### src/sv/scfr_pkg.sv
// ----------------------------------------------------------------------------
// scfr_pkg
// Types, constants and the CRC8 step shared by the frame receiver modules.
// ----------------------------------------------------------------------------
package scfr_pkg;

	// receive buffer limit: a length byte L with L + 4 >= BUFFER_BYTES is rejected
	localparam int unsigned BUFFER_BYTES = 40;
	localparam logic [7:0]  CRC_INIT     = 8'hFF;
	localparam logic [5:0]  HEADER_BYTES = 6'd2;
	localparam logic [8:0]  LEN_SLACK    = 9'(2 * HEADER_BYTES);
	localparam logic [8:0]  LEN_LIMIT    = 9'(BUFFER_BYTES);

	typedef enum logic [2:0] {
		EV_NONE     = 3'd0,
		EV_WAITING  = 3'd1,
		EV_READY    = 3'd2,
		EV_BAD_CRC  = 3'd3,
		EV_COMPLETE = 3'd4
	} event_t;

	typedef enum logic [2:0] {
		REG_CRC_POLY     = 3'd0,
		REG_CODE_BOOT    = 3'd1,
		REG_CODE_ERASE   = 3'd2,
		REG_CODE_WRITE   = 3'd3,
		REG_CODE_GETPAGE = 3'd4,
		REG_CODE_PROBE   = 3'd5,
		REG_CODE_LOADER  = 3'd6
	} reg_idx_t;

	localparam logic [7:0] RST_CRC_POLY     = 8'h31;
	localparam logic [7:0] RST_CODE_BOOT    = 8'h10;
	localparam logic [7:0] RST_CODE_ERASE   = 8'h11;
	localparam logic [7:0] RST_CODE_WRITE   = 8'h12;
	localparam logic [7:0] RST_CODE_GETPAGE = 8'h13;
	localparam logic [7:0] RST_CODE_PROBE   = 8'h14;
	localparam logic [7:0] RST_CODE_LOADER  = 8'h15;

	typedef struct packed {
		logic [7:0] crc_poly;
		logic [7:0] code_boot;
		logic [7:0] code_erase;
		logic [7:0] code_write;
		logic [7:0] code_get_page;
		logic [7:0] code_probe;
		logic [7:0] code_enter_loader;
	} cfg_t;

	typedef struct packed {
		logic       op;
		logic [7:0] rx_byte;
	} in_item_t;

	typedef struct packed {
		event_t     event_res;
		logic [7:0] frame_type;
		logic [7:0] frame_length;
		logic       payload_valid;
		logic [5:0] payload_index;
		logic [7:0] payload_byte;
	} result_t;

	// msb-first crc8 over one byte, eight shift steps
	function automatic logic [7:0] crc8_step(input logic [7:0] crc, input logic [7:0] b,
			input logic [7:0] poly);
		logic [7:0] c;
		c = crc ^ b;
		for (int i = 0; i < 8; i++) begin
			if (c[7]) begin
				c = {c[6:0], 1'b0} ^ poly;
			end else begin
				c = {c[6:0], 1'b0};
			end
		end
		return c;
	endfunction

endpackage

### src/sv/scfr_ifs.sv
// ----------------------------------------------------------------------------
// scfr channel interfaces
// Valid/ready channels for received words, results and register writes.
// ----------------------------------------------------------------------------
interface scfr_in_if;
	logic       valid;
	logic       ready;
	logic       op;
	logic [7:0] rx_byte;
	modport source(output valid, output op, output rx_byte, input ready);
	modport sink(input valid, input op, input rx_byte, output ready);
endinterface

interface scfr_out_if;
	logic       valid;
	logic       ready;
	logic [2:0] event_res;
	logic [7:0] frame_type;
	logic [7:0] frame_length;
	logic       payload_valid;
	logic [5:0] payload_index;
	logic [7:0] payload_byte;
	modport source(output valid, output event_res, output frame_type, output frame_length,
		output payload_valid, output payload_index, output payload_byte, input ready);
	modport sink(input valid, input event_res, input frame_type, input frame_length,
		input payload_valid, input payload_index, input payload_byte, output ready);
endinterface

interface scfr_cfg_if;
	logic       valid;
	logic       ready;
	logic [2:0] index;
	logic [7:0] data;
	modport source(output valid, output index, output data, input ready);
	modport sink(input valid, input index, input data, output ready);
endinterface

### src/sv/scfr_cfg_regs.sv
// ----------------------------------------------------------------------------
// scfr_cfg_regs
// Polynomial and command code registers, written by index.
// ----------------------------------------------------------------------------
module scfr_cfg_regs (
	input  logic          clk,
	input  logic          arst_n,
	input  logic          we,
	input  logic [2:0]    index,
	input  logic [7:0]    data,
	output scfr_pkg::cfg_t cfg
);
	import scfr_pkg::*;

	cfg_t cfg_q;

	always_ff @(posedge clk or negedge arst_n) begin
		if (!arst_n) begin
			cfg_q.crc_poly          <= RST_CRC_POLY;
			cfg_q.code_boot         <= RST_CODE_BOOT;
			cfg_q.code_erase        <= RST_CODE_ERASE;
			cfg_q.code_write        <= RST_CODE_WRITE;
			cfg_q.code_get_page     <= RST_CODE_GETPAGE;
			cfg_q.code_probe        <= RST_CODE_PROBE;
			cfg_q.code_enter_loader <= RST_CODE_LOADER;
		end else if (we) begin
			// writes past the last register are dropped
			unique case (index)
				REG_CRC_POLY:     cfg_q.crc_poly          <= data;
				REG_CODE_BOOT:    cfg_q.code_boot         <= data;
				REG_CODE_ERASE:   cfg_q.code_erase        <= data;
				REG_CODE_WRITE:   cfg_q.code_write        <= data;
				REG_CODE_GETPAGE: cfg_q.code_get_page     <= data;
				REG_CODE_PROBE:   cfg_q.code_probe        <= data;
				REG_CODE_LOADER:  cfg_q.code_enter_loader <= data;
				default: ;
			endcase
		end
	end

	assign cfg = cfg_q;

endmodule

### src/sv/scfr_frame_fsm.sv
// ----------------------------------------------------------------------------
// scfr_frame_fsm
// Frame parser state and the single-pass next-state and result logic.
// ----------------------------------------------------------------------------
module scfr_frame_fsm (
	input  logic              clk,
	input  logic              arst_n,
	input  logic              en,
	input  scfr_pkg::in_item_t item,
	input  scfr_pkg::cfg_t    cfg,
	output scfr_pkg::result_t res
);
	import scfr_pkg::*;

	logic       holding_q, holding_d;
	logic [5:0] position_q, position_d;
	logic [5:0] bytes_left_q, bytes_left_d;
	logic [7:0] held_type_q, held_type_d;
	logic [7:0] held_length_q, held_length_d;
	logic [7:0] crc_q, crc_d;

	logic [7:0] b;
	logic [7:0] crc_base;
	logic [7:0] crc_next;
	logic       is_frame_code;
	logic       len_too_long;

	assign b = item.rx_byte;
	// crc unit input: a fresh frame starts from the init value
	assign crc_base = (position_q == 6'd0) ? CRC_INIT : crc_q;
	assign crc_next = crc8_step(crc_base, b, cfg.crc_poly);
	assign is_frame_code = (b == cfg.code_boot) || (b == cfg.code_erase) ||
		(b == cfg.code_write) || (b == cfg.code_get_page);
	assign len_too_long = ({1'b0, b} + LEN_SLACK) >= LEN_LIMIT;

	always_comb begin
		holding_d     = holding_q;
		position_d    = position_q;
		bytes_left_d  = bytes_left_q;
		held_type_d   = held_type_q;
		held_length_d = held_length_q;
		crc_d         = crc_q;
		res.event_res     = EV_NONE;
		res.payload_valid = 1'b0;
		res.payload_index = 6'd0;
		res.payload_byte  = 8'd0;

		if (item.op) begin
			holding_d = 1'b0;
		end else if (!holding_q) begin
			priority if (position_q == 6'd0) begin
				held_type_d = b;
				priority if (is_frame_code) begin
					crc_d        = crc_next;
					bytes_left_d = 6'd1;
					position_d   = 6'd1;
				end else if (b == cfg.code_probe) begin
					res.event_res = EV_WAITING;
				end else if (b == cfg.code_enter_loader) begin
					res.event_res = EV_READY;
					holding_d     = 1'b1;
				end else begin
				end
			end else if (position_q == 6'd1) begin
				held_length_d = b;
				priority if (held_type_q == cfg.code_boot) begin
					holding_d     = 1'b1;
					res.event_res = EV_COMPLETE;
					position_d    = 6'd0;
					bytes_left_d  = 6'd0;
					crc_d         = CRC_INIT;
				end else if (len_too_long) begin
					res.event_res = EV_BAD_CRC;
					position_d    = 6'd0;
					bytes_left_d  = 6'd0;
					crc_d         = CRC_INIT;
				end else begin
					crc_d        = crc_next;
					// length plus the checksum byte, known to stay below 64
					bytes_left_d = b[5:0] + 6'd1;
					position_d   = 6'd2;
				end
			end else begin
				if (bytes_left_q > 6'd1) begin
					bytes_left_d      = bytes_left_q - 6'd1;
					res.payload_valid = 1'b1;
					res.payload_index = position_q - HEADER_BYTES;
					res.payload_byte  = b;
					crc_d             = crc_next;
					position_d        = position_q + 6'd1;
				end else begin
					if (crc_q == b) begin
						holding_d     = 1'b1;
						res.event_res = EV_COMPLETE;
					end else begin
						res.event_res = EV_BAD_CRC;
					end
					position_d   = 6'd0;
					bytes_left_d = 6'd0;
					crc_d        = CRC_INIT;
				end
			end
		end

		res.frame_type   = held_type_d;
		res.frame_length = held_length_d;
	end

	always_ff @(posedge clk or negedge arst_n) begin
		if (!arst_n) begin
			holding_q     <= 1'b0;
			position_q    <= 6'd0;
			bytes_left_q  <= 6'd0;
			held_type_q   <= 8'd0;
			held_length_q <= 8'd0;
			crc_q         <= CRC_INIT;
		end else if (en) begin
			holding_q     <= holding_d;
			position_q    <= position_d;
			bytes_left_q  <= bytes_left_d;
			held_type_q   <= held_type_d;
			held_length_q <= held_length_d;
			crc_q         <= crc_d;
		end
	end

	// between frames the crc and count sit at their idle values
	a_idle_clean: assert property (@(posedge clk) disable iff (!arst_n)
		(position_q == 6'd0) |-> (crc_q == CRC_INIT && bytes_left_q == 6'd0))
		else $error("idle position with stale crc or count");

	a_hold_at_start: assert property (@(posedge clk) disable iff (!arst_n)
		holding_q |-> (position_q == 6'd0))
		else $error("holding in the middle of a frame");

	a_payload_count: assert property (@(posedge clk) disable iff (!arst_n)
		(position_q >= 6'd2) |-> (bytes_left_q != 6'd0))
		else $error("payload position with empty count");

endmodule

### src/sv/serial_command_frame_receiver.sv
// ----------------------------------------------------------------------------
// serial_command_frame_receiver
// Parses [type, length, payload, crc8] frames from received words.
// ----------------------------------------------------------------------------
// throughput: one word per cycle while results are taken; the path from the
//   input register through the unrolled crc8 step and parser logic to the
//   result register sets it
// reset: parser state cleared, crc at 0xff, registers at their default codes,
//   both pipeline stages empty
module serial_command_frame_receiver (
	input logic        clk,
	input logic        arst_n,
	scfr_in_if.sink    rx,
	scfr_out_if.source res,
	scfr_cfg_if.sink   cfg
);
	import scfr_pkg::*;

	logic     valid_s1;
	in_item_t item_s1;
	logic     valid_s2;
	result_t  result_s2;
	result_t  fsm_res;
	cfg_t     cfg_regs;
	logic     advance;

	assign advance  = valid_s1 && (!valid_s2 || res.ready);
	assign rx.ready = !valid_s1 || advance;
	assign cfg.ready = 1'b1;

	scfr_cfg_regs u_cfg (
		.clk   (clk),
		.arst_n(arst_n),
		.we    (cfg.valid && cfg.ready),
		.index (cfg.index),
		.data  (cfg.data),
		.cfg   (cfg_regs)
	);

	scfr_frame_fsm u_fsm (
		.clk   (clk),
		.arst_n(arst_n),
		.en    (advance),
		.item  (item_s1),
		.cfg   (cfg_regs),
		.res   (fsm_res)
	);

	always_ff @(posedge clk or negedge arst_n) begin
		if (!arst_n) begin
			valid_s1 <= 1'b0;
		end else if (rx.valid && rx.ready) begin
			valid_s1 <= 1'b1;
		end else if (advance) begin
			valid_s1 <= 1'b0;
		end
	end

	always_ff @(posedge clk) begin
		if (rx.valid && rx.ready) begin
			item_s1.op      <= rx.op;
			item_s1.rx_byte <= rx.rx_byte;
		end
	end

	always_ff @(posedge clk or negedge arst_n) begin
		if (!arst_n) begin
			valid_s2 <= 1'b0;
		end else if (advance) begin
			valid_s2 <= 1'b1;
		end else if (res.ready) begin
			valid_s2 <= 1'b0;
		end
	end

	always_ff @(posedge clk) begin
		if (advance) begin
			result_s2 <= fsm_res;
		end
	end

	assign res.valid         = valid_s2;
	assign res.event_res     = result_s2.event_res;
	assign res.frame_type    = result_s2.frame_type;
	assign res.frame_length  = result_s2.frame_length;
	assign res.payload_valid = result_s2.payload_valid;
	assign res.payload_index = result_s2.payload_index;
	assign res.payload_byte  = result_s2.payload_byte;

	a_word_lands: assert property (@(posedge clk) disable iff (!arst_n)
		(rx.valid && rx.ready) |=> valid_s1)
		else $error("accepted word not held in input stage");

	a_result_follows: assert property (@(posedge clk) disable iff (!arst_n)
		advance |=> res.valid)
		else $error("parsed word produced no result");

	a_payload_no_event: assert property (@(posedge clk) disable iff (!arst_n)
		(res.valid && res.payload_valid) |-> (res.event_res == EV_NONE))
		else $error("payload word carries an event");

endmodule

### src/flat_wrapper.sv
// flat-port wrapper written by rule: the top's interface ports become plain ports
module serial_command_frame_receiver_flat import scfr_pkg::*;
  (clk, arst_n, rx_valid, rx_op, rx_rx_byte, rx_ready, res_valid, res_event_res, res_frame_type, res_frame_length, res_payload_valid, res_payload_index, res_payload_byte, res_ready, cfg_valid, cfg_index, cfg_data, cfg_ready);
  scfr_in_if rx_i ();
  scfr_out_if res_i ();
  scfr_cfg_if cfg_i ();
  input logic clk;
  input logic arst_n;
  input wire logic [$bits(rx_i.valid)-1:0] rx_valid;
  input wire logic [$bits(rx_i.op)-1:0] rx_op;
  input wire logic [$bits(rx_i.rx_byte)-1:0] rx_rx_byte;
  output wire logic [$bits(rx_i.ready)-1:0] rx_ready;
  output wire logic [$bits(res_i.valid)-1:0] res_valid;
  output wire logic [$bits(res_i.event_res)-1:0] res_event_res;
  output wire logic [$bits(res_i.frame_type)-1:0] res_frame_type;
  output wire logic [$bits(res_i.frame_length)-1:0] res_frame_length;
  output wire logic [$bits(res_i.payload_valid)-1:0] res_payload_valid;
  output wire logic [$bits(res_i.payload_index)-1:0] res_payload_index;
  output wire logic [$bits(res_i.payload_byte)-1:0] res_payload_byte;
  input wire logic [$bits(res_i.ready)-1:0] res_ready;
  input wire logic [$bits(cfg_i.valid)-1:0] cfg_valid;
  input wire logic [$bits(cfg_i.index)-1:0] cfg_index;
  input wire logic [$bits(cfg_i.data)-1:0] cfg_data;
  output wire logic [$bits(cfg_i.ready)-1:0] cfg_ready;
  assign rx_i.valid = rx_valid;
  assign rx_i.op = rx_op;
  assign rx_i.rx_byte = rx_rx_byte;
  assign rx_ready = rx_i.ready;
  assign res_valid = res_i.valid;
  assign res_event_res = res_i.event_res;
  assign res_frame_type = res_i.frame_type;
  assign res_frame_length = res_i.frame_length;
  assign res_payload_valid = res_i.payload_valid;
  assign res_payload_index = res_i.payload_index;
  assign res_payload_byte = res_i.payload_byte;
  assign res_i.ready = res_ready;
  assign cfg_i.valid = cfg_valid;
  assign cfg_i.index = cfg_index;
  assign cfg_i.data = cfg_data;
  assign cfg_ready = cfg_i.ready;
  serial_command_frame_receiver u_core (.clk(clk), .arst_n(arst_n), .rx(rx_i), .res(res_i), .cfg(cfg_i));
endmodule
### config.mk
export PLATFORM = sky130hd
export DESIGN_NAME = serial_command_frame_receiver_flat
export DESIGN_NICKNAME = d
export VERILOG_FILES = /design/src/sv/scfr_pkg.sv /design/src/sv/scfr_ifs.sv /design/src/sv/scfr_cfg_regs.sv /design/src/sv/scfr_frame_fsm.sv /design/src/sv/serial_command_frame_receiver.sv /design/src/flat_wrapper.sv
export SDC_FILE = /design/constraint.sdc
export NUM_CORES = 1
export LEC_CHECK = 0
export ABC_AREA = 1
export BUFFER_PORTS_ARGS = -buffer_cell sky130_fd_sc_hd__buf_2
export CORE_UTILIZATION = 50
export CTS_BUF_LIST = sky130_fd_sc_hd__clkbuf_4
export DETAILED_ROUTE_END_ITERATION = 16
export GPL_ROUTABILITY_DRIVEN = 0
export MAX_ROUTING_LAYER = met4
export PLACE_DENSITY = 0.74
export SLEW_MARGIN = 15
export SYNTH_ARGS = -nofsm -noshare
export SYNTH_HDL_FRONTEND = slang
export SYNTH_SLANG_ARGS = --single-unit
### constraint.sdc
create_clock -name clk -period 4.1 [get_ports clk]
set_input_delay 0.205 -clock clk [delete_from_list [all_inputs] [get_ports clk]]
set_output_delay 0.205 -clock clk [all_outputs]
set_load 0.02 [all_outputs]
## Word level (Yosys, flattened, before mapping)

Cells that the tools add are included.

- Add/sub/neg operators: 5
- Magnitude comparators: 2
- Equality and inequality tests: 16
- Mux-type cells: 57
- Bitwise gates (word level): 12
- Reduce and logical (&&, ||, !) cells: 24

Operators by type and width:

| operator | number |
|---|---|
| $mux W8 | 22 |
| $xor A8 B8 Y8 | 9 |
| $eq A8 B8 Y1 | 8 |
| $mux W6 | 9 |
| $mux W15 | 1 |
| $mux W3 | 5 |
| $mux W1 | 14 |
| $reduce_and A2 Y1 | 7 |
| $add A6 B1 Y6 const B | 2 |
| $mux W2 | 6 |
| $add A8 B3 Y9 const B | 1 |
| $eq A3 B3 Y1 const B | 3 |
| $ge A9 B6 Y1 const B | 1 |
| $eq A3 B2 Y1 const B | 2 |
| $eq A6 B1 Y1 const B | 1 |
| $gt A6 B1 Y1 const B | 1 |
| $logic_not A6 Y1 | 1 |
| $sub A6 B1 Y6 const B | 1 |
| $sub A6 B2 Y6 const B | 1 |
| $logic_or A1 B1 Y1 | 5 |
| $reduce_or A5 Y1 | 1 |
| $reduce_and A4 Y1 | 1 |
| $reduce_bool A2 Y1 | 2 |
| $reduce_or A4 Y1 | 1 |
| 7 further kinds | 11 |

- Register bits after elaboration: 138
- Bits of input ports: 25
- Output and inout bits: 37
- Logic and storage cells: 139

## Logic depth before layout (Yosys ltp)

Gate-level depths: netlist (run 1).

- Depth after elaboration: 23
- Mapped depth: 35
- Depth with buffers taken out: 33

## Cells and area by module

From an unflattened synthesis (run 1), not the netlist that was laid out.

- Cells, all modules: 1076
- Area, all modules: 8439.3 um^2

By module, submodules not included:

| module | instances | cells an instance | area an instance (um^2) | seq. area each (um^2) |
|---|---|---|---|---|
| scfr_frame_fsm | 1 | 766 | 4763.3 | 935.9 |
| scfr_cfg_regs | 1 | 253 | 2278.4 | 1421.4 |
| serial_command_frame_receiver | 1 | 57 | 1397.6 | 1341.3 |

## Worst setup path before layout (run 1)

Ideal clock, no wire load.

- Kind: reg-to-reg
- From: register u_core.u_fsm.position_q[1]
- To: register u_core.u_fsm.crc_q[4]
- Library setup time: 0.067 ns
- Data arrival time: 2.984 ns
- Required time: 4.033 ns
- Setup slack: 1.049 ns
- Stages on the path, launching flop included: 31
- Buffers on the path: 2
- Clock period less this slack: 3.051 ns
- Cells stage by stage: dfrtp_1 -> inv_1 -> ha_1 -> nand3_4 -> nand2_2 -> nand2_2 -> nand2_4 -> nand2_2 -> nand2_2 -> nand2_4 -> nand3_4 -> nand2_4 -> nor2_2 -> nand2_2 -> nand2_2 -> buf_6 -> nand3_1 -> nand2_2 -> inv_2 -> nand3_4 -> nand3_1 -> nand2_1 -> inv_1 -> nor2_2 -> inv_1 -> nand2_2 -> nand2_4 -> buf_6 -> a21oi_1 -> nor2_1 -> nor2_1

- Word-level cells in the longest chain between the ends: 22
- Elaborated cells on any way between the ends: 28
- Classes of those cells: eq/ne (2); mux (15); bitwise (9); reduce/logical (2)

Ends and longest elaborated chain:

| element | RTL line | RTL |
|---|---|---|
| from (decl) | scfr_frame_fsm.sv:16 | `logic [5:0] position_q, position_d;` |
| from (signal assigned) | scfr_frame_fsm.sv:119 | `position_q <= position_d;` |
| $logic_not A6 Y1 | scfr_frame_fsm.sv:30, scfr_frame_fsm.sv:51 |  |
| $mux W8 | scfr_frame_fsm.sv:30 | `assign crc_base = (position_q == 6'd0) ? CRC_INIT : crc_q;` |
| $xor A8 B8 Y8 | scfr_pkg.sv:68 | `c = crc ^ b;` |
| $xor A8 B8 Y8 | scfr_pkg.sv:71 | `c = {c[6:0], 1'b0} ^ poly;` |
| $mux W8 | scfr_pkg.sv:70 | `if (c[7]) begin` |
| $xor A8 B8 Y8 | scfr_pkg.sv:71 |  |
| $mux W8 | scfr_pkg.sv:70 |  |
| $xor A8 B8 Y8 | scfr_pkg.sv:71 |  |
| (+6 left out) | -- |  |
| $xor A8 B8 Y8 / $mux W8 (equally long branches) | scfr_pkg.sv:71, scfr_pkg.sv:70 |  |
| $mux W8 / $xor A8 B8 Y8 (equally long branches) | scfr_pkg.sv:70, scfr_pkg.sv:71 |  |
| $xor A8 B8 Y8 / $mux W8 (equally long branches) | scfr_pkg.sv:71, scfr_pkg.sv:70 |  |
| $mux W8 | scfr_pkg.sv:70 |  |
| $mux W8 | scfr_frame_fsm.sv:72 | `end else if (len_too_long) begin` |
| $mux W8 | scfr_frame_fsm.sv:66 | `priority if (held_type_q == cfg.code_boot) begin` |
| $mux W8 | scfr_frame_fsm.sv:64 | `end else if (position_q == 6'd1) begin` |
| $mux W8 | scfr_frame_fsm.sv:51 | `priority if (position_q == 6'd0) begin` |
| to (signal assigned) | scfr_frame_fsm.sv:123 | `crc_q <= crc_d;` |
| to (decl) | scfr_frame_fsm.sv:20 | `logic [7:0] crc_q, crc_d;` |

Several ways; a longest one is shown, not always the timed one. The select of a mux whose other input is x is not followed.
A chain may end at the register's enable or synchronous reset.

## Final worst setup path (run 1)

- From: register u_core.u_fsm.position_q[1]
- To: register u_core.u_fsm.crc_q[2]

- Word-level cells in the longest chain between the ends: 22
- Elaborated cells on any way between the ends: 28
- Classes of those cells: eq/ne (2); mux (15); bitwise (9); reduce/logical (2)

Ends and longest elaborated chain:

| element | RTL line |
|---|---|
| $logic_not A6 Y1 | scfr_frame_fsm.sv:30, scfr_frame_fsm.sv:51 |
| $mux W8 | scfr_frame_fsm.sv:30 |
| $xor A8 B8 Y8 | scfr_pkg.sv:68 |
| $xor A8 B8 Y8 | scfr_pkg.sv:71 |
| $mux W8 | scfr_pkg.sv:70 |
| $xor A8 B8 Y8 | scfr_pkg.sv:71 |
| $mux W8 | scfr_pkg.sv:70 |
| $xor A8 B8 Y8 | scfr_pkg.sv:71 |
| (+6 left out) | -- |
| $xor A8 B8 Y8 / $mux W8 (equally long branches) | scfr_pkg.sv:71, scfr_pkg.sv:70 |
| $mux W8 / $xor A8 B8 Y8 (equally long branches) | scfr_pkg.sv:70, scfr_pkg.sv:71 |
| $xor A8 B8 Y8 / $mux W8 (equally long branches) | scfr_pkg.sv:71, scfr_pkg.sv:70 |
| $mux W8 | scfr_pkg.sv:70 |
| $mux W8 | scfr_frame_fsm.sv:72 |
| $mux W8 | scfr_frame_fsm.sv:66 |
| $mux W8 | scfr_frame_fsm.sv:64 |
| $mux W8 | scfr_frame_fsm.sv:51 |

Several ways; a longest one is shown, not always the timed one. The select of a mux whose other input is x is not followed.

==> flow_summary.json, run 1 <==
{
  "num_rows": 45,
  "ys.flop_type": "dfrtp_1",
  "antenna_cells": 0,
  "finalSetupTns_ps": 0,
  "ys_ff_latch": 138,
  "drt-vias-per-instance": 5.20,
  "cpMostUsedCell": "nand2_1",
  "skew_ps": 23.9,
  "layout_commonest_cell": "nand2_1",
  "place_area_mm2": 0.00847,
  "dp_hpwl_um": 12900,
  "finalSetupViolCount": 0,
  "power_density_mw_per_mm2": 636,
  "drtAntennaViolNets": 0,
  "layout-drive-gt1-share_pct": 17.2,
  "synth_cells": 974,
  "grt_start_max_net_pins": 69,
  "cts_setup_buffers": 0,
  "fin_crit_sh_pct": 89.5,
  "hold_violations": 0,
  "startpoint_type": "flop",
  "clock.fmax_ghz": 0.272,
  "clock_tree.htree_level_count": 4,
  "max_stage_delay_ps": 450,
  "worstPathRequired_ps": 4590,
  "antenna_found_initial": 0,
  "cts_root_buf": "clkbuf_4",
  "clock_sinks": 138,
  "leakagePower_nw": 4.17,
  "final_area_mm2": 0.00891,
  "fin_nets": 1079,
  "maxSlewViolCount": 0,
  "cts_buffers": 17,
  "async_reset_ff_share_pct": 68.8,
  "drtIter0Drc": 465,
  "drt-wirelength-per-cell_um": 14.7,
  "portBuffers": 60,
  "worstHoldPathType": "in -> reg",
  "die-height_um": 128,
  "grt_pass1_vias": 5966,
  "drc": 0,
  "critical_path_class": "reg -> reg",
  "grt_pass1_wl_um": 30100,
  "cp-end-kind": "flop",
  "maxSlewHeadroom_pct": 34.2,
  "syn-num-nets": 1010,
  "area_growth_syn_to_layout_pct": 11.5,
  "start_util_pct": 51.8,
  "vias": 6587,
  "cts_tree": "done",
  "peakVddDrop_mv": 0.296,
  "io_pins": 62,
  "die_w_um": 128,
  "final_cell_mix": "nand2_1 (286), o21ai_0 (95), inv_1 (93), dfrtp_1 (71), buf_2 (59)",
  "hold_path_depth": 3,
  "grt-ovfl-total": 0,
  "total_power_w": 0.00567,
  "die_area_mm2": 0.0165,
  "worst_pin_slew_ps": 986,
  "rsz0062_at_grt": "false",
  "cpMaxStageDelayCell": "dfrtp_1",
  "worstPathArrival_ps": 4160,
  "coreArea_mm2": 0.0154,
  "clk_latency_ps": 550,
  "yosys.cell_types.count": 42,
  "syn_area_per_cell_um2": 8.21,
  "ys_seq_area_share_pct": 46.3,
  "path_max_fanout": 19,
  "syn_area_mm2": 0.00799,
  "period_needed_ps": 3670,
  "synth_edf_count": 43,
  "status": "finished clean",
  "wl_um": 18600,
  "grtUsageTotal_pct": 24.3,
  "reg2reg_depth": 29,
  "synth_warnings": 0,
  "clkTransAtPathRegs_ps": 120,
  "ctsLongestPathBuffers": 2,
  "cap_violations": 0,
  "drt_first_pass_iters": 5
}
## report_power, final
group	total, W	leakage, nW	internal [W]	switching, W
clock	0.000929	0.160	0.000423	0.000507
combinational	0.00269	2.44	0.000989	0.00170
sequential	0.00205	1.57	0.00178	0.000266
## synthesized netlist by cell type (4+ instances only)
library cell / n / share of area, %
nor2_1: 56 / 2.6
ha_1: 11 / 1.7
nand3_4: 4 / 0.88
xnor2_1: 45 / 4.9
clkbuf_1: 22 / 1.0
buf_4: 4 / 0.38
dfrtp_1: 71 / 22
nand2_2: 14 / 1.1
nand4_1: 17 / 1.3
buf_2: 9 / 0.56
or2_2: 10 / 0.78
nand2_4: 6 / 0.85
nand3_2: 5 / 0.63
dfstp_2: 24 / 7.9
inv_1: 94 / 4.4
a21oi_1: 16 / 1.0
o21ai_0: 95 / 5.9
nand2_1: 286 / 13
nand3_1: 55 / 3.4
edfxtp_1: 43 / 16
nor3_1: 7 / 0.44
nor4_1: 5 / 0.39
xor2_1: 36 / 3.9
## cell families (layout without fill, tap and decap cells)
kind of cell | Yosys count | count (layout) | share of synthesized area [%]
and+or+nand+nor | 477 | 477 | 27.1
DFF | 138 | 138 | 46.3
buffers and inverters | 136 | 218 | 7.00
AOI/OAI and AO/OA | 128 | 128 | 8.56
xor gates and xnor gates | 83 | 83 | 9.28
adders and majority gates | 11 | 11 | 1.72
other | 1 | 1 | 0.0469
## repair_timing
action	in CTS	in global routing
hold buffers	14	0
hold endpoints to repair	60	0
gates resized for setup	0	2
endpoints found under the setup margin	0	7
## flip-flops by register name (all words and copies together), names as in the netlist
name	count
u_core.res.valid	1
u_core.res.frame_type	8
u_core.u_fsm.crc_q	8
u_core.u_fsm.held_type_q	8
u_core.u_fsm.held_length_q	8
u_core.valid_s1	1
u_core.res.frame_length	8
u_core.res.event_res	3
u_core.u_fsm.position_q	6
u_core.res.payload_index	6
u_core.res.payload_byte	8
u_core.item_s1	9
u_core.u_fsm.bytes_left_q	6
u_core.u_fsm.holding_q	1
u_core.u_cfg.cfg	56
u_core.res.payload_valid	1
## routing by layer
metal,GRT usage [%],vias up,share of wire [%]
li1,-,3281,-
met1,32.6,3071,46
met2,37.7,208,47
met3,4.41,27,5.7
met4,7.34,0,1.4
met5,-,-,0
## critical path, delay by kind of cell (launching register included)
family,cells,cell delay (ps)
adder cells (fa/ha/maj),1,270
flip-flops,1,450
AND/OR/NAND/NOR,25,2690
buffers and inverters,3,230
## final cells by class
type,instances,area (µm²)
Clock buffer,18,135
Clock inverter,14,155
Fill cell,1411,6520
Inverter,98,368
Multi-Input combinational cell,700,3740
Sequential cell,138,3700
Tap cell,211,264
Timing Repair Buffer,88,548
## stage by stage
step	instances	utilization [%]	setup WS, ps	hold slack [ps]
floorplan	974	-	1050	-90.6
global placement	1221	54.9	552	381
detailed placement	1221	54.9	379	382
CTS	1267	57.7	348	54.3
global route	1267	57.8	10.6	55.7
finish	1267	57.8	430	67.6
## worst paths after layout
path,startpoint,to,slack [ps]
max,u_core.u_fsm.position_q[1]$_DFFE_PN0P_,u_core.u_fsm.crc_q[2]$_DFFE_PN1P_,430
min,cfg_data[7],u_core.u_cfg.cfg[39]$_DFFE_PN0P_,70
max reg2reg,u_core.u_fsm.position_q[1]$_DFFE_PN0P_,u_core.u_fsm.crc_q[2]$_DFFE_PN1P_,430
min reg2reg,u_core.item_s1[8]$_DFFE_PP_,u_core.u_fsm.holding_q$_DFFE_PN0P_,450
max in group asynchronous,arst_n,u_core.u_cfg.cfg[20]$_DFFE_PN1P_,2770
min in group asynchronous,arst_n,u_core.res.valid$_DFFE_PN0P_,300
No activity file was read; power rests on OpenSTA's default activity.
==> run 2: changes to the inputs <==
--- a/config.mk
+++ b/config.mk
@@ -5,7 +5,6 @@
 export SDC_FILE = /design/constraint.sdc
 export NUM_CORES = 1
 export LEC_CHECK = 0
-export ABC_AREA = 1
 export BUFFER_PORTS_ARGS = -buffer_cell sky130_fd_sc_hd__buf_2
 export CORE_UTILIZATION = 50
 export CTS_BUF_LIST = sky130_fd_sc_hd__clkbuf_4
==> run 2 against run 1 <==
The flow now finishes with violations (setup timing). Non-clock buffer count rose by 114. Maximum frequency fell by 18%. Via count rose by 12%. Largest cell class unchanged. Register-to-register slack got worse by 800 ps. Combinational power rose by 120%.
==> flow_summary.json, run 2 <==
{
  "leakagePower_nw": 4.60,
  "vias": 7397,
  "syn_area_mm2": 0.00864,
  "yosysTopAreaCellShare_pct": 20.6,
  "share_seq_of_total_power_pct": 24.0,
  "die_w_um": 133,
  "worstPathRequired_ps": 4580,
  "p_sw_w": 0.00395,
  "skew_ps": 21.1,
  "pwr-share-comb_pct": 66.3,
  "ctsLongestPathBuffers": 2,
  "num_rows": 47,
  "path_max_fanout": 7,
  "die_area_mm2": 0.0178,
  "die-height_um": 133,
  "worstHoldPathType": "in -> reg",
  "maxSlewViolCount": 0,
  "drc": 0,
  "maxSlewHeadroom_pct": 20.3,
  "io_pins": 62,
  "status": "complete, but fails checks",
  "portBuffers": 60,
  "synth_warnings": 0,
  "finalSetupTns_ps": -2540,
  "synth_top_area_cell": "dfrtp_1",
  "worstPathArrival_ps": 4940,
  "area_growth_syn_to_layout_pct": 23.9,
  "final_cell_mix": "nand2_1 (127), buf_4 (114), dfrtp_1 (71), buf_2 (59), mux2_2 (56)",
  "path_cells": "or4_4 > buf_6 > o41ai_4 > a211o_2 > a211oi_2 > buf_4 > a221o_1 > o22a_1 > or4_4 > a211o_1 > o211a_4 > nor3b_4 > buf_4 > nor4_4 > buf_6 > o2111a_1 > a211oi_2",
  "max_stage_delay_ps": 590,
  "syn-num-nets": 918,
  "drtAntennaViolNets": 0,
  "synth_common_cells": "nand2_1 (130), dfrtp_1 (71), o21ai_0 (57)",
  "timing.final.ws_setup_ps": -366,
  "rsz0062_at_grt": "true",
  "fin_nets": 1079,
  "syn_area_per_cell_um2": 9.79,
  "drtIter0Drc": 657,
  "clock.fmax_ghz": 0.224,
  "place_area_mm2": 0.00981,
  "dp_slack_ps": -534,
  "yosysMostFrequentCell": "nand2_1",
  "drt-vias-per-instance": 5.79,
  "power_density_mw_per_mm2": 851,
  "grt_pass1_wl_um": 37400,
  "critPathBufInv": 4,
  "grt_start_max_net_pins": 67,
  "grt-ovfl-total": 0,
  "drt-wirelength-per-cell_um": 18.3,
  "cp_top_family": "compound AO/OA/AOI/OAI gates",
  "synth_cells": 882,
  "cp-end-kind": "flop",
  "ys_ff_latch": 138,
  "clock_sinks": 138,
  "grtUsageTotal_pct": 27.9,
  "period_needed_ps": 4470,
  "post-route-util_pct": 64.1,
  "cap_violations": 0,
  "worst_pin_slew_ps": 1190,
  "peakVddDrop_mv": 0.503,
  "largest_register_ffs": 56,
  "critical_path_class": "reg -> reg",
  "ys.flop_type": "dfrtp_1",
  "synth_edf_count": 43,
  "cts_root_buf": "clkbuf_4",
  "async_reset_ff_share_pct": 68.8,
  "yosys.cell_types.count": 77,
  "clk_latency_ps": 560,
  "wl_um": 23300,
  "grt_pass1_vias": 7198,
  "layout_commonest_cell": "nand2_1",
  "violations": "setup timing",
  "ys_seq_area_share_pct": 42.8,
  "coreArea_mm2": 0.0167,
  "power.share.switching_pct": 43.4,
  "finalSetupViolCount": 8,
  "fin_crit_sh_pct": 109,
  "start_util_pct": 51.7,
  "final_area_mm2": 0.0107,
  "drt_first_pass_iters": 5,
  "cpMaxStageDelayCell": "or4_4",
  "cts_buffers": 17,
  "dp_hpwl_um": 16000,
  "cts_tree": "done",
  "clkTransAtPathRegs_ps": 120,
  "p_clk_share_pct": 9.8,
  "p_int_w": 0.00515,
  "yosys-top-cells-area": "dfrtp_1 (21%), edfxtp_1 (15%), dfstp_2 (7.3%)",
  "startpoint_type": "flop",
  "antenna_found_initial": 1,
  "layout-drive-gt1-share_pct": 33.0,
  "hold_violations": 0,
  "clock_tree.htree_level_count": 4
}
==> run 2: worst paths after layout <==
path	from	end	slack [ps]	depth (start not counted)
hold reg to reg	u_core.u_fsm.held_length_q[6]$_DFFE_PN0P_	u_core.u_fsm.held_length_q[6]$_DFFE_PN0P_	490	2
hold / removal	cfg_index[0]	u_core.u_cfg.cfg[52]$_DFFE_PN1P_	180	5
setup / recovery	u_core.u_fsm.position_q[5]$_DFFE_PN0P_	u_core.u_fsm.crc_q[3]$_DFFE_PN1P_	-370	17
min in group asynchronous	arst_n	u_core.u_cfg.cfg[6]$_DFFE_PN0P_	260	2
setup reg to reg	u_core.u_fsm.position_q[5]$_DFFE_PN0P_	u_core.u_fsm.crc_q[3]$_DFFE_PN1P_	-370	17
max in group asynchronous	arst_n	u_core.u_fsm.crc_q[1]$_DFFE_PN1P_	2860	3
==> run 2: timing repair <==
item	CTS	global route
resized for setup	45	15
buffers inserted	8	4
hold buffers	21	0
pin swaps	25	13
setup endpoints to repair	8	8
hold endpoints to repair	86	0
gates cloned	2	0
==> run 2: tightest hold or removal path: stages <==
cell	delay (ps)
buf_2	140
nor3_1	70
buf_4	180
nand2_1	70
o21ai_0	70
==> run 2: cell families (layout without fill, tap and decap cells) <==
group           Yosys count  count (layout)  synth area share [%]
other cells               1               2                0.0434
buf+inv                  85             258                  3.98
flops                   138             138                  42.8
fa+ha+maj                11              11                  1.59
mux                      61              61                  7.88
xor+xnor                 96              96                  10.8
compound gates          198             199                  16.0
simple gates            292             292                  16.8
==> run 2: through the flow <==
stage	hold slack [ps]	instances	total power, W
global placement	354	1209	0.00720
CTS	135	1272	0.00882
global route	199	1277	0.00968
finish	181	1277	0.00911
floorplan	-90.6	882	0.00562
detailed placement	351	1209	0.00732
==> run 2: layout make-up <==
class	instances	area, µm²
Fill cell	1312	6000
Sequential cell	138	3700
Clock buffer	18	135
Timing Repair Buffer	202	1460
Clock inverter	14	146
Inverter	24	90.1
Antenna cell	1	2.50
Tap cell	220	275
Multi-Input combinational cell	660	4890
==> run 2: per-layer routing <==
metal	GRT usage, %	part of all wire, %	vias up
met2	43.8	48	242
met4	11.7	2.6	0
met3	5.29	5.9	54
met5	-	0	-
li1	-	-	3517
met1	35.4	43	3584
==> run 2: power groups by stage <==
| stage | registers, W | clock network, W | logic, W |
|---|---|---|---|
| global placement | 0.00218 | 0 | 0.00501 |
| CTS | 0.00217 | 0.000907 | 0.00574 |
| global route | 0.00222 | 0.000959 | 0.00649 |
| finish | 0.00218 | 0.000890 | 0.00603 |
| floorplan | 0.00220 | 0 | 0.00342 |
| detailed placement | 0.00219 | 0 | 0.00512 |
==> run 3: changes to the inputs <==
==> constraint.sdc (replaced) <==
create_clock -name clk -period 5.2 [get_ports clk]
set_input_delay 0.26 -clock clk [delete_from_list [all_inputs] [get_ports clk]]
set_output_delay 0.26 -clock clk [all_outputs]
set_load 0.02 [all_outputs]
==> run 3 against run 2 <==
The run now ends clean. Maximum frequency shrank 9.2%. Sequential power down 19%. Critical path type unchanged. Largest cell class unchanged. Non-clock buffer count down 102.
==> flow_summary.json, run 3 (same netlist as run 2, synthesis figures left out) <==
{
  "status": "finished clean",
  "drc": 0,
  "peakVddDrop_mv": 0.392,
  "cts_tree": "done",
  "grt_pass1_vias": 6579,
  "antenna_cells": 0,
  "place_area_mm2": 0.00917,
  "final_cell_mix": "nand2_1 (130), dfrtp_1 (71), buf_2 (59), mux2_2 (56), o21ai_0 (56)",
  "vias": 7058,
  "final_area_mm2": 0.00956,
  "clk_latency_ps": 540,
  "grt_start_max_net_pins": 67,
  "start_util_pct": 51.7,
  "antenna_found_initial": 0,
  "dp_slack_ps": 242,
  "worstPathArrival_ps": 5370,
  "grtUsageTotal_pct": 25.9,
  "num_rows": 47,
  "skew_ps": 17.7,
  "io_pins": 62,
  "die-height_um": 133,
  "drt-vias-per-instance": 6.02,
  "timing.final.ws_setup_ps": 279,
  "ctsLongestPathBuffers": 2,
  "period_needed_ps": 4920,
  "clock.fmax_ghz": 0.203,
  "maxSlewViolCount": 0,
  "finalSetupViolCount": 0,
  "drt-wirelength-per-cell_um": 18.5,
  "dp_hpwl_um": 14800,
  "coreArea_mm2": 0.0167,
  "startpoint_type": "flop",
  "worst_pin_slew_ps": 1140,
  "die_area_mm2": 0.0178,
  "cts_setup_buffers": 0,
  "critical_path_class": "reg -> reg",
  "drt_first_pass_iters": 7,
  "cp-end-kind": "flop",
  "drtIter0Drc": 657,
  "post-route-util_pct": 57.3,
  "drtAntennaViolNets": 0,
  "power_density_mw_per_mm2": 608,
  "worstPathRequired_ps": 5650,
  "worst_hold_slack_ps": 64.8,
  "hold_violations": 0,
  "clock_sinks": 138,
  "layout-drive-gt1-share_pct": 22.5,
  "grt_pass1_wl_um": 34600,
  "fin_nets": 976,
  "wl_um": 21700,
  "finalSetupTns_ps": 0,
  "cts_buffers": 17,
  "worstHoldPathType": "in -> reg",
  "cap_violations": 0,
  "leakagePower_nw": 4.04,
  "die_w_um": 133,
  "path_max_fanout": 13,
  "maxSlewHeadroom_pct": 23.8,
  "portBuffers": 60,
  "largest_register_ffs": 56,
  "r2r_slack_ps": 280,
  "clkTransAtPathRegs_ps": 110,
  "area_growth_syn_to_layout_pct": 10.7,
  "fin_crit_sh_pct": 94.6,
  "rsz0062_at_grt": "false",
  "grt-ovfl-total": 0,
  "cts_root_buf": "clkbuf_4",
  "clock_tree.htree_level_count": 4,
  "layout_commonest_cell": "nand2_1"
}
run 3: changes by cell type in the layout (fill, tap and decap cells not counted), sizes merged:
| cell | change |
|---|---|
| o31a | -1 |
| buf | -95 |
| clkinvlp | -1 |
| diode | -1 |
| dlygate4sd3 | -7 |
| clkbuf | +2 |
| bufinv | -1 |
run 3: repair_timing:
item	4_1_cts	5_1_grt
hold endpoints to repair	42	0
resized for setup	0	2
setup endpoints to repair	0	4
hold buffers	14	0
run 3: worst max-delay path, cell delays in order (launching register included):
cell and delay (ps):
dfrtp_1 460, inv_1 140, ha_1 290, inv_1 170
o41ai_4 470, a22oi_1 260, nand2_1 240, a31oi_1 130
and4_1 240, or4_1 540, a211o_1 300, o211a_1 300
nor3b_4 250, nor4_4 620, o21ai_0 170, a211oi_1 240
run 3: layout make-up:
type                            instances  area (µm²)
Fill cell                            1453        7140
Clock inverter                         12         100
Multi-Input combinational cell        659        4600
Timing Repair Buffer                  100         651
Tap cell                              220         275
Inverter                               24        90.1
Clock buffer                           20         150
Sequential cell                       138        3700
run 3: final timing paths:
| kind | start | endpoint | cells after the start |
|---|---|---|---|
| max | u_core.u_fsm.position_q[1]$_DFFE_PN0P_ | u_core.u_fsm.crc_q[3]$_DFFE_PN1P_ | 15 |
| min | cfg_data[1] | u_core.u_cfg.cfg[49]$_DFFE_PN0P_ | 3 |
| max reg2reg | u_core.u_fsm.position_q[1]$_DFFE_PN0P_ | u_core.u_fsm.crc_q[3]$_DFFE_PN1P_ | 15 |
| min reg2reg | u_core.u_fsm.held_length_q[2]$_DFFE_PN0P_ | u_core.u_fsm.held_length_q[2]$_DFFE_PN0P_ | 2 |
| max in group asynchronous | arst_n | u_core.u_fsm.position_q[0]$_DFFE_PN0P_ | 3 |
| min in group asynchronous | arst_n | u_core.u_cfg.cfg[22]$_DFFE_PN0P_ | 2 |
run 3: through the flow:
step                      power, W  instances
after floorplan            0.00440        882
after global placement     0.00507       1127
after detailed placement   0.00514       1127
after CTS                  0.00578       1173
after global routing       0.00622       1173
final                      0.00582       1173
run 3: power breakdown:
group / switching (W) / internal (W)
Sequential: 0.000290 / 0.00148
Clock: 0.000385 / 0.000250
Combinational: 0.00197 / 0.00145
run 3: routing by layer:
layer / share of wire (%) / global-route usage [%] / up-vias
met5: 0 / - / -
li1: - / - / 3308
met3: 6.7 / 5.14 / 52
met2: 46 / 38.7 / 302
met1: 45 / 34.7 / 3396
met4: 3.1 / 10.2 / 0
